--- src/rtl/esc_pkg.sv ---
`default_nettype none

package esc_pkg;

  typedef struct packed {
    logic [19:0] raw_temp;
    logic [19:0] raw_press;
    logic [15:0] raw_hum;
  } sample_t;

  typedef struct packed {
    logic signed [31:0] temp_centi;
    logic [31:0]        press_q24_8;
    logic [16:0]        hum_q22_10;
    logic [17:0]        press_hpa;
    logic [6:0]         hum_pct;
    logic               press_div_zero;
  } result_t;

  typedef struct packed {
    logic [15:0] t1;
    logic [15:0] t2;
    logic [15:0] t3;
    logic [15:0] p1;
    logic [15:0] p2;
    logic [15:0] p3;
    logic [15:0] p4;
    logic [15:0] p5;
    logic [15:0] p6;
    logic [15:0] p7;
    logic [15:0] p8;
    logic [15:0] p9;
    logic [7:0]  h1;
    logic [15:0] h2;
    logic [7:0]  h3;
    logic [15:0] h4;
    logic [15:0] h5;
    logic [7:0]  h6;
  } coef_t;

  localparam logic [2:0] REG_TEMP     = 3'd0;
  localparam logic [2:0] REG_PRESS_LO = 3'd1;
  localparam logic [2:0] REG_PRESS_HI = 3'd2;
  localparam logic [2:0] REG_PRESS_P9 = 3'd3;
  localparam logic [2:0] REG_HUM_LO   = 3'd4;
  localparam logic [2:0] REG_HUM_HI   = 3'd5;

  localparam logic [63:0] PRESS_T_OFS  = 64'd128000;
  localparam logic [63:0] PRESS_BASE   = 64'd1048576;
  localparam logic [63:0] PRESS_SCALE  = 64'd3125;
  localparam logic [63:0] PRESS_BIAS   = 64'h0000_8000_0000_0000;
  localparam logic [31:0] HUM_T_OFS    = 32'd76800;
  localparam logic [31:0] HUM_RND_F1   = 32'd16384;
  localparam logic [31:0] HUM_G2_OFS   = 32'd32768;
  localparam logic [31:0] HUM_F2_OFS   = 32'd2097152;
  localparam logic [31:0] HUM_RND_F2   = 32'd8192;
  localparam logic [31:0] HUM_MAX      = 32'd419430400;
  localparam logic [24:0] HPA_RND      = 25'd50;
  // ceil(2^32 / 100): exact quotient for every dividend below 2^30
  localparam logic [25:0] HPA_RECIP    = 26'd42949673;

  function automatic logic [31:0] asr32(input logic [31:0] v, input int unsigned s);
    logic signed [31:0] sv;
    sv = v;
    return sv >>> s;
  endfunction

  function automatic logic [63:0] asr64(input logic [63:0] v, input int unsigned s);
    logic signed [63:0] sv;
    sv = v;
    return sv >>> s;
  endfunction

  function automatic logic [31:0] sx16_32(input logic [15:0] v);
    return {{16{v[15]}}, v};
  endfunction

  function automatic logic [31:0] sx8_32(input logic [7:0] v);
    return {{24{v[7]}}, v};
  endfunction

  function automatic logic [63:0] sx16_64(input logic [15:0] v);
    return {{48{v[15]}}, v};
  endfunction

  function automatic logic [63:0] sx32_64(input logic [31:0] v);
    return {{32{v[31]}}, v};
  endfunction

endpackage

`default_nettype wire

--- src/rtl/esc_temp.sv ---
`default_nettype none

// Temperature: fine temperature after 4 stages, centidegrees after 5.
module esc_temp
  import esc_pkg::*;
(
  input  wire logic        clk,
  input  wire logic        en,
  input  wire logic [19:0] raw_temp,
  input  wire coef_t       coef,
  output logic      [31:0] tfine,
  output logic      [31:0] temp_centi
);

  logic [17:0] da;
  logic [16:0] d;
  logic [31:0] ma;
  logic [31:0] dd;
  logic [31:0] a;
  logic [31:0] mb;

  always_ff @(posedge clk) begin
    if (en) begin
      da         <= {1'b0, raw_temp[19:3]} - {1'b0, coef.t1, 1'b0};
      d          <= {1'b0, raw_temp[19:4]} - {1'b0, coef.t1};
      ma         <= {{14{da[17]}}, da} * sx16_32(coef.t2);
      dd         <= {{15{d[16]}}, d} * {{15{d[16]}}, d};
      a          <= asr32(ma, 11);
      mb         <= asr32(dd, 12) * sx16_32(coef.t3);
      tfine      <= a + asr32(mb, 14);
      temp_centi <= asr32(tfine * 32'd5 + 32'd128, 8);
    end
  end

endmodule

`default_nettype wire

--- config.mk ---
export PLATFORM = sky130hd
export DESIGN_NAME = esc_temp
export DESIGN_NICKNAME = d
export VERILOG_FILES = /design/src/rtl/esc_pkg.sv /design/src/rtl/esc_temp.sv
export SDC_FILE = /design/constraint.sdc
export NUM_CORES = 2
export LEC_CHECK = 0
export ABC_AREA = 1
export BUFFER_PORTS_ARGS = -buffer_cell sky130_fd_sc_hd__buf_2
export CELL_PAD_IN_SITES_DETAIL_PLACEMENT = 0
export CELL_PAD_IN_SITES_GLOBAL_PLACEMENT = 1
export CORE_ASPECT_RATIO = 0.8
export CORE_MARGIN = 1.5
export CORE_UTILIZATION = 43
export DETAILED_ROUTE_END_ITERATION = 12
export GPL_TIMING_DRIVEN = 0
export MAX_ROUTING_LAYER = met4
export PLACE_DENSITY_LB_ADDON = 0.1
export SYNTH_ARGS = -nofsm -noshare
export SYNTH_HDL_FRONTEND = slang
export SYNTH_SLANG_ARGS = --single-unit
export TNS_END_PERCENT = 100
--- constraint.sdc ---
create_clock -name clk -period 5.4 [get_ports clk]
set_input_delay 0.54 -clock clk [delete_from_list [all_inputs] [get_ports clk]]
set_output_delay 0.54 -clock clk [all_outputs]
set_load 0.02 [all_outputs]
### Word level (Yosys, flattened, before mapping)

Index checks and enable logic that the tools add are counted.

* register bits: 208
* bits of input ports: 286
* output and inout bits: 64
* logic and storage cells: 16

* $add $sub $neg: 4
* multipliers: 4

Operators with widths (count)
* $add 32x8->32 const B: 1
* $mul 17x17->32: 1
* $mul 18x16->32: 1
* $mul 20x16->32: 1
* $mul 32x3->32 const B: 1
* $add 21x18->22: 1
* $sub 17x17->18: 1
* $sub 16x16->17: 1

### Depth between registers and ports, before layout

* word-level depth: 2
* mapped depth: 28
* gate-level depth less buffers: 26

### Worst setup path after synthesis

Ideal clock, no wire load.

* path kind: reg-to-reg
* start point: reg da[17]
* end point: reg ma[31] (data pin)
* library setup time: 0.253 ns
* arrival: 5.561 ns
* required time: 5.147 ns
* path slack: -0.414 ns
* stages on the path, launching flop included: 26
* path buffers: 2
* clock period less this slack: 5.814 ns
* path through: edfxtp_1 -> buf_2 -> buf_1 -> nand2_1 -> inv_1 -> fa_1 -> inv_1 -> fa_1 -> inv_1 -> fa_1 -> fa_1 -> inv_1 -> fa_1 -> fa_1 -> inv_1 -> ha_1 -> nand2_1 -> inv_1 -> nand3_1 -> o21bai_1 -> nand2_1 -> a21oi_1 -> nand2_1 -> inv_1 -> nand2_1 -> nand2_1

* cells in the longest elaborated chain, start to end: 1

Ends and longest elaborated chain
* start: declaration: line esc_temp.sv:15 `logic [17:0] da;`
* start signal: assignment: line esc_temp.sv:24 `da <= {1'b0, raw_temp[19:3]} - {1'b0, coef.t1, 1'b0};`
* $mul 18x16->32: line esc_temp.sv:26 `ma <= {{14{da[17]}}, da} * sx16_32(coef.t2);`
* end signal: assignment: line esc_temp.sv:26
* end: declaration: line esc_temp.sv:17 `logic [31:0] ma;`

No other way between the ends.
A chain may end at the register's enable or synchronous reset.

### Worst setup path in the final report

Ends and elaborated chain as after synthesis.

==> summary.txt <==
Route
  • TritonRoute pass-1 iters: 7
  • Total Routed Length: 134000 um
  • Vias per Instance: 4.94
  • Detail Route Antenna Nets: 0
  • Vias: 33000
  • DRC viols: 0
  • WL/cell: approximately 20 um
  • Iteration-0 DRC Markers: 2588

STA
  • Final Max Slew Viols: 0
  • Final hold vios: 0
  • Setup violators final: 56
  • Fmax: 174 MHz
  • Worst Skew: 0.0251 ns
  • RSZ-0062 raised after global routing: yes
  • Part of the cycle the worst path needs: 1.07
  • Worst Max-Slew Pin Slew: 0.887 ns
  • Min cycle time layout: 5.76 ns
  • Slew headroom: 0.409
  • Post-route setup slack: -0.360 ns

Clock tree
  • H-tree depth: 4
  • CTS buffer count: 17
  • Worst-path clk slew: 0.08 ns
  • Worst-Skew Late Latency: 0.48 ns
  • Clock tree buffer depth: 2
  • Root buffer cell: clkbuf_16
  • CTS sink cnt: 144
  • CTS tree: built
  • Cts hold-fix bufs: 0

Die
  • Die Area: 96200 um^2
  • I/O pin cnt: 350
  • Die height: 278 um
  • Die Wd: 346 um
  • Cell Rows: 100
  • Core Area: 93200 um^2
  • Initial Util: 0.435

Yosys
  • Synth Instances: between 5000 and 6000
  • Synth area leader: fa_1
  • Top_reg_cell synth: edfxtp_1
  • Syn nets: 6502
  • Top cell type's share of synthesized area: 0.404
  • Sequential area share after synthesis: 0.107
  • Area contributors post-synth: fa_1 40%, inv_1 14%, nand2_1 11%
  • Post-synth ARST share: 0
  • Post-synth EDFFs: 144
  • Cell Area, Synth: 40600 um^2
  • Syn. warnings: 0
  • FF+latch count, synth: around 140
  • Number of library cell types mapped by synthesis: 42
  • Mean Syn Cell Area: 8.02 um^2

Setup path
  • Crit path depth: 25
  • Reg-to-reg startpoint: da[17]
  • Critical Path Start Type: register
  • CP Capture Type: register
  • Worst-path fanout max: 7
  • Worst Path Required: between 5 and 6 ns
  • Arrival @ worst endpoint: 5.98 ns
  • Critical R2R Capture: ma[31]
  • Slack of the worst reg-to-reg path: -0.36 ns
  • Top cell by count, worst path: fa_1
  • Cells on worst reg2reg path: 25
  • Worst Path Buf+Inv: 9
  • Critical Path Max Stage Delay: between 0.5 and 0.6 ns
  • CP delay by family, top: adder cells
  • Kind of critical path: reg -> reg
  • Slowest stage cell on the critical path: fa_1

Final layout
  • Fraction of layout cells with a size suffix above 1: 0.229
  • Layout area overhead: 24.6%
  • Nets: approximately 6900
  • # diodes: 0
  • Core Util, Final: 0.542
  • Filler instances: 8780

Place
  • Placer Congestion: 0.945
  • I/O Buffers: 105
  • DP HPWL: 108000 um

Flow run
  • Number of max-cap violations: 0

Global routing
  • Vias in the first global route: 33400
  • Grt ovf: 0
  • Initial antenna violation count: 4
  • Total track usage: 0.295
  • Pin count of the biggest net entering global routing: 104
  • Wire length of the first global-routing pass: 205000 um

Worst hold path
  • Hold Path End: da[0]
  • Worst hold path class: in -> reg
  • Hold path depth: 1
  • Hold_sp: raw_temp[3]

Run status
  • Outcome: complete, but fails checks
  • Failing checks: setup timing
## routing by layer
metal	GRT usage	share of wire	up-vias	routed length, um
met3	0.0592	0.095	94	12700
met1	0.457	0.49	16500	65000
met5	-	0	-	0
met2	0.402	0.41	1091	54600
li1	-	-	15400	-
met4	0.0372	0.012	0	1590
## worst register-to-register path: stages (launching register included)
cell      delay [ns]
edfxtp_1        0.42
buf_6           0.18
buf_12          0.16
nand2_1         0.11
inv_2           0.07
fa_1            0.57
inv_2           0.08
fa_1            0.48
inv_1           0.05
fa_1            0.58
inv_1           0.07
fa_1            0.49
inv_1           0.05
fa_1            0.50
fa_2            0.48
ha_4            0.33
nand2_2         0.09
inv_2           0.09
nand3_4         0.08
o21bai_1        0.16
nand2_1         0.11
a21oi_2         0.04
nand2_1         0.08
inv_1           0.04
nand2_1         0.06
nand2_2         0.10
## layout by cell type, fill, tap and decap left out, types with 97 or more instances in the layout
master | Yosys | routed
buf_2 | 7 | 113
buf_4 | 20 | 219
edfxtp_1 | 144 | 144
fa_1 | 818 | 767
ha_1 | 336 | 270
inv_1 | 1523 | 1398
inv_2 | 1 | 120
nand2_1 | 1223 | 1062
nand2_2 | 1 | 97
nor2_1 | 228 | 139
## cell families (layout without fill, tap and decap cells)
logic type / after synthesis / after routing / synth area share
AO/OA/AOI/OAI: 303 / 303 / 0.0424
XOR/XNOR: 105 / 105 / 0.0227
adder cells (fa/ha/maj): 1154 / 1154 / 0.507
buffers and inverters: 1702 / 2105 / 0.160
flip-flops: 144 / 144 / 0.107
AND/OR/NAND/NOR: 1654 / 1654 / 0.162
## stage by stage
| step | setup WS [ns] | hold slack [ns] | area, um^2 | cells | setup TNS (ns) |
|---|---|---|---|---|---|
| final | -0.360 | 0.317 | 50600 | 6689 | -10.67 |
| after global routing | -0.576 | 0.292 | 50600 | 6689 | -20.30 |
| after CTS | -0.350 | 0.279 | 48600 | 6610 | -8.13 |
| after detailed placement | -1.93 | 0.405 | 43000 | 6392 | -83.29 |
| after global placement | -1.93 | 0.404 | 43000 | 6391 | -84.49 |
| after floorplan | 0.00265 | 0.400 | 40900 | 5062 | 0 |
## Yosys cell counts (3+ instances only)
master       n
inv_1     1523
nor2_1     228
fa_1       818
a31oi_1      3
buf_4       20
a21oi_1    150
clkbuf_1   137
xor2_1      79
edfxtp_1   144
a21boi_0    10
buf_2        7
o21ai_0     75
a21o_1      23
o21a_1       6
or2_2       10
nand2_1   1223
nand4_1     24
nand3b_1    11
nor4_1       3
o211ai_1     8
ha_1       336
nor3_1      32
buf_1       13
nand3_1    117
xnor2_1     26
o21bai_1    18
## sequential cells by signal (all words and copies together) (netlist names)
| signal | flops |
|---|---|
| ma | 21 |
| dd | 20 |
| da | 18 |
| tfine | 22 |
| temp_centi | 24 |
| a | 21 |
| mb | 18 |
## layout make-up
| cell class | count | area (um^2) | share of cell area |
|---|---|---|---|
| multi-input cells | 3216 | 33200 | 0.657 |
| inverters | 1525 | 5740 | 0.114 |
| flip-flops and latches | 144 | 4320 | 0.0855 |
| repair buffers | 391 | 3270 | 0.0647 |
| plain buffers | 157 | 1900 | 0.0375 |
| well taps | 1224 | 1530 | 0.0303 |
| clock buffers | 17 | 425 | 0.00842 |
| clock inverters | 15 | 125 | 0.00248 |
## timing repair
item / CTS / global route
endpoints found under the setup margin: 59 / 59
pin swaps: 218 / 231
buffers inserted: 196 / 84
cloned: 6 / 3
resized for setup: 853 / 393
## worst max path at each step
stage | from | end | slack, ns
CTS | da[17] | ma[30] | -0.35
finish | da[17] | ma[31] | -0.36
floorplan | da[11] | dd[19] | 0.003
detailed placement | da[6] | dd[31] | -1.93
global route | da[17] | dd[31] | -0.58
global placement | da[6] | dd[31] | -1.93
Power is left out: the tool's default activity adds up to more than one toggle a clock period on the data nets, which glitch-free logic cannot reach.
